## src/sv/resistive_touch_point_processor_macros.svh

```systemverilog
// Assertion helpers for the touch point processor
`ifndef RESISTIVE_TOUCH_POINT_PROCESSOR_MACROS_SVH
`define RESISTIVE_TOUCH_POINT_PROCESSOR_MACROS_SVH

// Same-cycle implication, checked outside reset
`define TPP_ASSERT_NOW(lbl, clk, rst, ante, cons) \
   lbl: assert property (@(posedge clk) disable iff (rst) (ante) |-> (cons)) \
      else $error("tpp check failed");

// Implication across the full pipeline latency
`define TPP_ASSERT_LAT(lbl, clk, rst, ante, cons) \
   lbl: assert property (@(posedge clk) disable iff (rst) \
      (ante) |-> ##(tpp_pkg::LATENCY) (cons)) else $error("tpp latency check failed");

`endif

```

## src/sv/tpp_pkg.sv

```systemverilog
package tpp_pkg;

   localparam int ADC_BITS    = 12;
   localparam int SAMPLE_W    = 12;
   localparam logic [SAMPLE_W-1:0] ADC_MAX = SAMPLE_W'((1 << ADC_BITS) - 1);
   localparam int GRID_POINTS = 4;

   localparam int DIV_W      = 28;   // dividend / quotient width
   localparam int DEN_W      = 12;   // divisor width
   localparam int DIV_STAGES = DIV_W;
   localparam int LATENCY    = DIV_STAGES + 7;

   // x/15 as (x * RECIP_15) >> RECIP_SHIFT, exact for x < 2^20
   localparam logic [19:0] RECIP_15    = 20'h88889;
   localparam int          RECIP_SHIFT = 23;

   localparam logic [2:0] REG_NOISE  = 3'd0;
   localparam logic [2:0] REG_OHMS   = 3'd1;
   localparam logic [2:0] REG_XEXT   = 3'd2;
   localparam logic [2:0] REG_YEXT   = 3'd3;
   localparam logic [2:0] REG_XTABLE = 3'd4;
   localparam logic [2:0] REG_YTABLE = 3'd5;

   typedef struct packed {
      logic [11:0] in0;
      logic [11:0] in1;
      logic [3:0]  f0;
      logic [3:0]  f1;
   } seg_type;

   typedef struct packed {
      logic             ok;
      logic [1:0]       neg;
      logic [1:0]       dvz;
      logic [1:0][15:0] o0;
      logic             nonpos;
      logic             z1z;
      logic [12:0]      simple;
   } side_type;

   function automatic logic [SAMPLE_W-1:0] clamp_sample(input logic [11:0] v);
      return (v > ADC_MAX) ? ADC_MAX : v;
   endfunction

   function automatic logic [15:0] grid_word(input logic [63:0] tab, input logic [1:0] k);
      return tab[16*k +: 16];
   endfunction

   // first segment i with raw >= breakpoint[i+1], clamped to the last pair
   function automatic seg_type grid_select(input logic [11:0] raw, input logic [63:0] tab);
      seg_type   s;
      logic [1:0] seg;
      logic [15:0] w0, w1;
      seg = 2'(GRID_POINTS - 2);
      for (int k = GRID_POINTS - 3; k >= 0; k--) begin
         if (raw >= grid_word(tab, 2'(k + 1)) >> 4)
            seg = 2'(k);
      end
      w0 = grid_word(tab, seg);
      w1 = grid_word(tab, 2'(seg + 2'd1));
      s.in0 = w0[15:4];
      s.in1 = w1[15:4];
      s.f0  = w0[3:0];
      s.f1  = w1[3:0];
      return s;
   endfunction

endpackage

```

## src/sv/tpp_div.sv

```systemverilog
// Pipelined restoring divider, one quotient bit per stage
module tpp_div (
   input  logic                       clock,
   input  logic [tpp_pkg::DIV_W-1:0]  dividend,
   input  logic [tpp_pkg::DEN_W-1:0]  divisor,
   output logic [tpp_pkg::DIV_W-1:0]  quotient
);

   // work holds unused dividend bits on top, quotient bits shifting in below
   logic [tpp_pkg::DIV_W-1:0] work_ff [tpp_pkg::DIV_STAGES];
   logic [tpp_pkg::DEN_W-1:0] rem_ff  [tpp_pkg::DIV_STAGES];
   logic [tpp_pkg::DEN_W-1:0] den_ff  [tpp_pkg::DIV_STAGES];

   for (genvar s = 0; s < tpp_pkg::DIV_STAGES; s++) begin : g_stage
      logic [tpp_pkg::DIV_W-1:0] work_prev;
      logic [tpp_pkg::DEN_W-1:0] rem_prev, den_prev;
      logic [tpp_pkg::DEN_W:0]   trial, diff;
      logic                      qbit;

      if (s == 0) begin : g_first
         assign work_prev = dividend;
         assign rem_prev  = '0;
         assign den_prev  = divisor;
      end else begin : g_next
         assign work_prev = work_ff[s-1];
         assign rem_prev  = rem_ff[s-1];
         assign den_prev  = den_ff[s-1];
      end

      assign trial = {rem_prev, work_prev[tpp_pkg::DIV_W-1]};
      assign diff  = trial - {1'b0, den_prev};
      assign qbit  = (trial >= {1'b0, den_prev});

      always_ff @(posedge clock) begin
         work_ff[s] <= {work_prev[tpp_pkg::DIV_W-2:0], qbit};
         rem_ff[s]  <= qbit ? diff[tpp_pkg::DEN_W-1:0] : trial[tpp_pkg::DEN_W-1:0];
         den_ff[s]  <= den_prev;
      end
   end

   assign quotient = work_ff[tpp_pkg::DIV_STAGES-1];

endmodule

```

## config.mk

```make
export PLATFORM = sky130hd
export DESIGN_NAME = tpp_div
export DESIGN_NICKNAME = d
export VERILOG_FILES = /design/src/sv/resistive_touch_point_processor_macros.svh /design/src/sv/tpp_pkg.sv /design/src/sv/tpp_div.sv
export SDC_FILE = /design/constraint.sdc
export NUM_CORES = 2
export LEC_CHECK = 0
export BUFFER_PORTS_ARGS = -buffer_cell sky130_fd_sc_hd__clkbuf_2
export CAP_MARGIN = 25
export CORE_ASPECT_RATIO = 0.6
export CORE_MARGIN = 2
export CORE_UTILIZATION = 54
export DETAILED_ROUTE_END_ITERATION = 6
export PLACE_DENSITY = 0.76
export SLEW_MARGIN = 20
export SYNTH_ARGS = -nofsm -noshare
export SYNTH_HDL_FRONTEND = slang
export SYNTH_SLANG_ARGS = --single-unit
```

## constraint.sdc

```tcl
create_clock -name clock -period 3.27 [get_ports clock]
set_input_delay 0.654 -clock clock [delete_from_list [all_inputs] [get_ports clock]]
set_output_delay 0.654 -clock clock [all_outputs]
set_load 0.01 [all_outputs]
```

-- Word level (Yosys, flattened, before mapping)
Memory sizes are Yosys's and may differ from the RTL's.
Index checks and enable logic that the tools add are counted.
- memory bits (writable): 1456
- latch bits: 0
- word-level logic and storage cells: 87
- register bits after elaboration: 0
- input bits: 41
- output and inout bits: 28
- ROM bits: 0
- memories: 3
- memory list (name ; words ; bits a word ; read ports ; clocked after memory_dff ; wr ports ; line ; RTL):
    work_ff ; 28 ; 28 ; 28 ; 0 ; 28 ; tpp_div.sv:10 ; logic [tpp_pkg::DIV_W-1:0] work_ff [tpp_pkg::DIV_STAGES];
    den_ff ; 28 ; 12 ; 27 ; 0 ; 28 ; tpp_div.sv:12 ; logic [tpp_pkg::DEN_W-1:0] den_ff [tpp_pkg::DIV_STAGES];
    rem_ff ; 28 ; 12 ; 27 ; 0 ; 28 ; tpp_div.sv:11 ; logic [tpp_pkg::DEN_W-1:0] rem_ff [tpp_pkg::DIV_STAGES];
- $mul: 0
- equal/unequal tests: 0
- mux-type cells: 28
- magnitude comparators: 28
- div/mod/pow operators: 0
- reductions and logical operators: 0
- bitwise logic cells: 0
- shift operators: 0
- add/subtract/negate cells: 28
- operators with widths (kind ; count):
    greater-or-equal comparator 13 x 12 -> 1 bit ; 27
    2-to-1 mux 12 bit ; 28
    subtractor 12 bit ; 27
    greater-or-equal comparator 1 x 12 -> 1 bit ; 1
    subtractor 1 x 12 -> 12 bit ; 1

-- Logic depth before layout (Yosys ltp)
An unclocked memory read counts as a cell.
- word-level depth: 3
- mapped depth: 10
- depth with buffers taken out: 10

-- Worst setup path before layout
OpenSTA, ideal clock, no wires.
- path kind: flip-flop to flip-flop
- from: mem den_ff[1][37] (netlist bit)
- to: mem rem_ff[2][10] (netlist bit)
- period minus slack after synthesis: 2.687 ns
- stages on the path, launching flop included: 11
- library setup time: 0.121 ns
- data required time: 3.149 ns
- arrival: 2.565 ns
- setup slack: 0.583 ns
- path buffers: 1
- cell sequence: dfxtp_1 -> inv_1 -> ha_1 -> nor2b_4 -> o31a_1 -> or3_1 -> a21oi_2 -> a21oi_2 -> a2111oi_4 -> buf_6 -> mux2_4
- RTL lines (what ; line):
    start: declaration ; tpp_div.sv:12
    end: declaration ; tpp_div.sv:11

==> results.yml <==
clocking:
  root_buffer: "clkbuf_16"
  cts_inserted_buffers: 116
  clkSlewWorstSetupHoldPaths_ns: 0.07
  clock_insertion_delay_worst_skew_ns: 0.72
  clk_path_buf_depth: 3
  post_cts_buffers: 0
  clock_tree_from_tritoncts: "done"
  cts_sinks: 1432
  cts_max_level: 3
detailed_routing:
  drc: 0
  drt-vias-per-instance: 5.10
  postRouteWirelength_mm: 84.3
  drt_pass_1_iters: 6
  first_iteration_detailed_routing_drc_count: 1864
  ant_nets: 0
  drt-wirelength-per-cell_um: 15.4
  route.vias.total: 27900
setup_path:
  crit_path_end_kind: "flop"
  worstReg2RegEnd: "rem_ff[1][19]"
  timing.critical_path.arrival_ns: 3.72
  setup.reg_to_reg.worst_slack_ns: 0.16
  number_of_cells_traversed_by_the_worst_register_to_register_path: 9
  peak_fanout_along_the_critical_path: 13
  worst_ep_required_time_ns: 3.88
  worstSetupStartpointType: "flop"
  worstReg2RegStart: "den_ff[1][6]"
  worst-setup-path-type: "reg -> reg"
logic_synthesis:
  ys_seq_elements: 1432
  synth.yosys.warnings: 0
  synth_top_area_share_pct: 60.4
  synthesis.area_um2: 47500
  synthesis.instances: 4005
  ys_types: 55
  asyncSetResetFlopFracSynth_pct: 0
  part_of_the_yosys_area_used_for_sequential_elements_pct: 60.4
  synthesized_area_per_cell_um2: 11.9
  synth_top_flop_cell: "dfxtp_1"
  synth-edff-count: 0
  synth_top_area_cell: "dfxtp_1"
  synth.net_count: 4398
  post_synth_main_area_contributors: "dfxtp_1, ha_1, mux2_2"
timing:
  hold_fails_final_rpt: 0
  slew_viol_final: 0
  worstMarginPinSlew_ns: 0.839
  max-slew-margin-rel_pct: 42.6
  post-route-worst-setup-slack_ns: 0.157
  fin_crit_sh_pct: 95.2
  finalSetupViolations: 0
  grt_setup_unrepaired: "no"
  clock_skew_ns: 0.0302
  min_period_ns: 3.11
  fmaxAchievable_ghz: 0.321
global_route:
  pin_count_of_the_biggest_net_entering_global_routing: 21
  grt_antenna_before_repair: 1
  global_route.usage.total_pct: 18.8
  first_global_vias: 27200
  globalRoute.totalOverflow: 0
  grt_first_pass_wirelength_mm: 139
hold_path:
  hold_start: "divisor[6]"
  number_of_instances_on_the_worst_hold_path: 1
  hold_end: "den_ff[0][6]"
  hold_path_class: "in -> reg"
power_and_ir_drop:
  p_leak_nw: 24.7
  pwr_density_cell_nw_per_um2: 1010
  total_power_w: 0.0543
  max-vdd-ir-drop_v: 0.000533
floorplan:
  die_area_um2: 90400
  die_height_um: 234
  die_outline_width_um: 387
  fp.coreArea_um2: 87300
  initial_utilization_pct: 54.4
  floorplan.io_pins: 69
  num_rows: 84
outcome:
  status: "completed"
place:
  routabilityCongestion: 0.871
  dp_hpwl_mm: 60.6
  placed_cells_incl_taps: 5242
  preCtsSetupSlack_ns: -0.171
  numPortBuffers: 68
finish:
  area_growth_from_synthesis_to_final_layout_pct: 13.5
  final_layout_size_suffix_gt1_share_pct: 13.7
  layoutNonFillerInstCount: 5480
  finish.net_count: 4615
  antenna_cells: 0
job:
  timing.max_cap.violations: 0
repair_timing:
item                                    4_1_cts  5_1_grt
gates resized for setup                       6        4
endpoints found under the setup margin       43       35
hold buffers                                 21        1
endpoints found under the hold margin        21        1
flip-flops by register name, summed over array words and instances, names as in the netlist:
| signal | cells |
|---|---|
| den_ff | 324 |
| work_ff | 784 |
| rem_ff | 324 |
layout by cell type, fill, tap and decap left out, drive strengths merged, types with 15 or more instances in the layout:
master       instances
fa                  26
o311ai              21
buf                 47
inv                431
nor4                17
nand2b              45
o41a                21
xor2               100
nand2               93
nor3                28
clkbuf             219
or2                 18
or3                 16
nor2               139
and3                33
dfxtp             1432
a2111oi             26
mux2               226
clkinv              30
dlygate4sd3         22
a31oi               25
o21ai              136
nand3               90
nor2b               61
a21o               121
ha                 326
o31a                27
o21a                48
xnor2              105
and2                18
clkinvlp            15
o31ai               20
mux2i               45
a21oi              208
how the worst max path moves through the flow:
stage	startpoint	end	slack [ns]	cells after the start
final	den_ff[1][6]	rem_ff[1][19]	0.16	9
after global routing	den_ff[3][18]	rem_ff[3][34]	0.002	10
after CTS	den_ff[0][42]	rem_ff[1][2]	0.12	10
after detailed placement	den_ff[0][42]	rem_ff[1][2]	-0.17	10
after global placement	den_ff[0][42]	rem_ff[1][2]	-0.43	10
after floorplan	den_ff[1][37]	rem_ff[2][10]	0.58	10
layer usage:
layer	routed length [um]	GRT usage, %
met1	44800	29.1
met2	32300	25.9
met3	5760	4.64
met4	1370	4.28
met5	0	0
metrics by stage:
stage / cell area (um^2) / TNS, ns / util (%) / hold slack [ns]
CTS: 53800 / 0 / 61.6 / 0.000267
global placement: 49500 / -11.19 / 56.6 / 0.309
global route: 53900 / 0 / 61.7 / 0.00290
floorplan: 47500 / 0 / - / 0.310
finish: 53900 / 0 / 61.7 / 0.0589
detailed placement: 49500 / -1.30 / 56.7 / 0.312
area by class of cell:
class,instances,area [um^2]
Clock buffer,151,3260
Clock inverter,64,802
Fill cell,6765,33400
Inverter,424,1590
Multi-Input combinational cell,2111,17200
Sequential cell,1432,28700
Tap cell,1161,1450
Timing Repair Buffer,137,910
power breakdown:
part / switching [W] / total [W] / leakage, nW / internal (W)
combinational: 0.00859 / 0.0170 / 10.8 / 0.00844
sequential: 0.00158 / 0.0228 / 12.0 / 0.0212
clock: 0.00639 / 0.0145 / 1.96 / 0.00808
total: 0.0166 / 0.0543 / 24.7 / 0.0377
synthesized netlist by cell type (13+ instances only):
cell and instances:
clkbuf_1 17, o21a_1 48, xnor2_1 105, o311ai_0 21, dfxtp_1 1432, nand3_1 90
o31a_1 27, nor2b_1 60, o41a_1 21, a2111oi_0 25, fa_1 26, a21oi_1 206
a21o_1 121, nor4_1 17, nor3_1 28, xor2_1 100, nand2b_1 45, nor2_1 139
mux2_2 219, inv_1 424, a31oi_1 25, or3_1 16, and2_1 18, o21ai_0 134
ha_1 326, or2_2 18, mux2i_1 45, o31ai_1 20, and3_1 33, buf_4 13
nand2_1 93
kinds of logic after synthesis:
logic type               count (synthesis)  synth area share [%]
flip-flops                            1432                  60.4
AO/OA/AOI/OAI                          712                  9.95
AND/OR/NAND/NOR                        571                  6.04
buffers and inverters                  462                  3.79
adder cells (fa/ha/maj)                352                  9.69
multiplexers                           271                  6.36
XOR/XNOR                               205                  3.78
critical path: stages, from the launching register on:
cell and delay, ns:
dfxtp_1 0.33, inv_1 0.05, ha_1 0.32, a21o_1 0.19
a21o_1 0.20, a21oi_1 0.37, nor2_1 0.10, a2111oi_2 0.70
o31ai_4 0.37, mux2_2 0.37
Note: power is estimated with default switching activity, not from simulation.
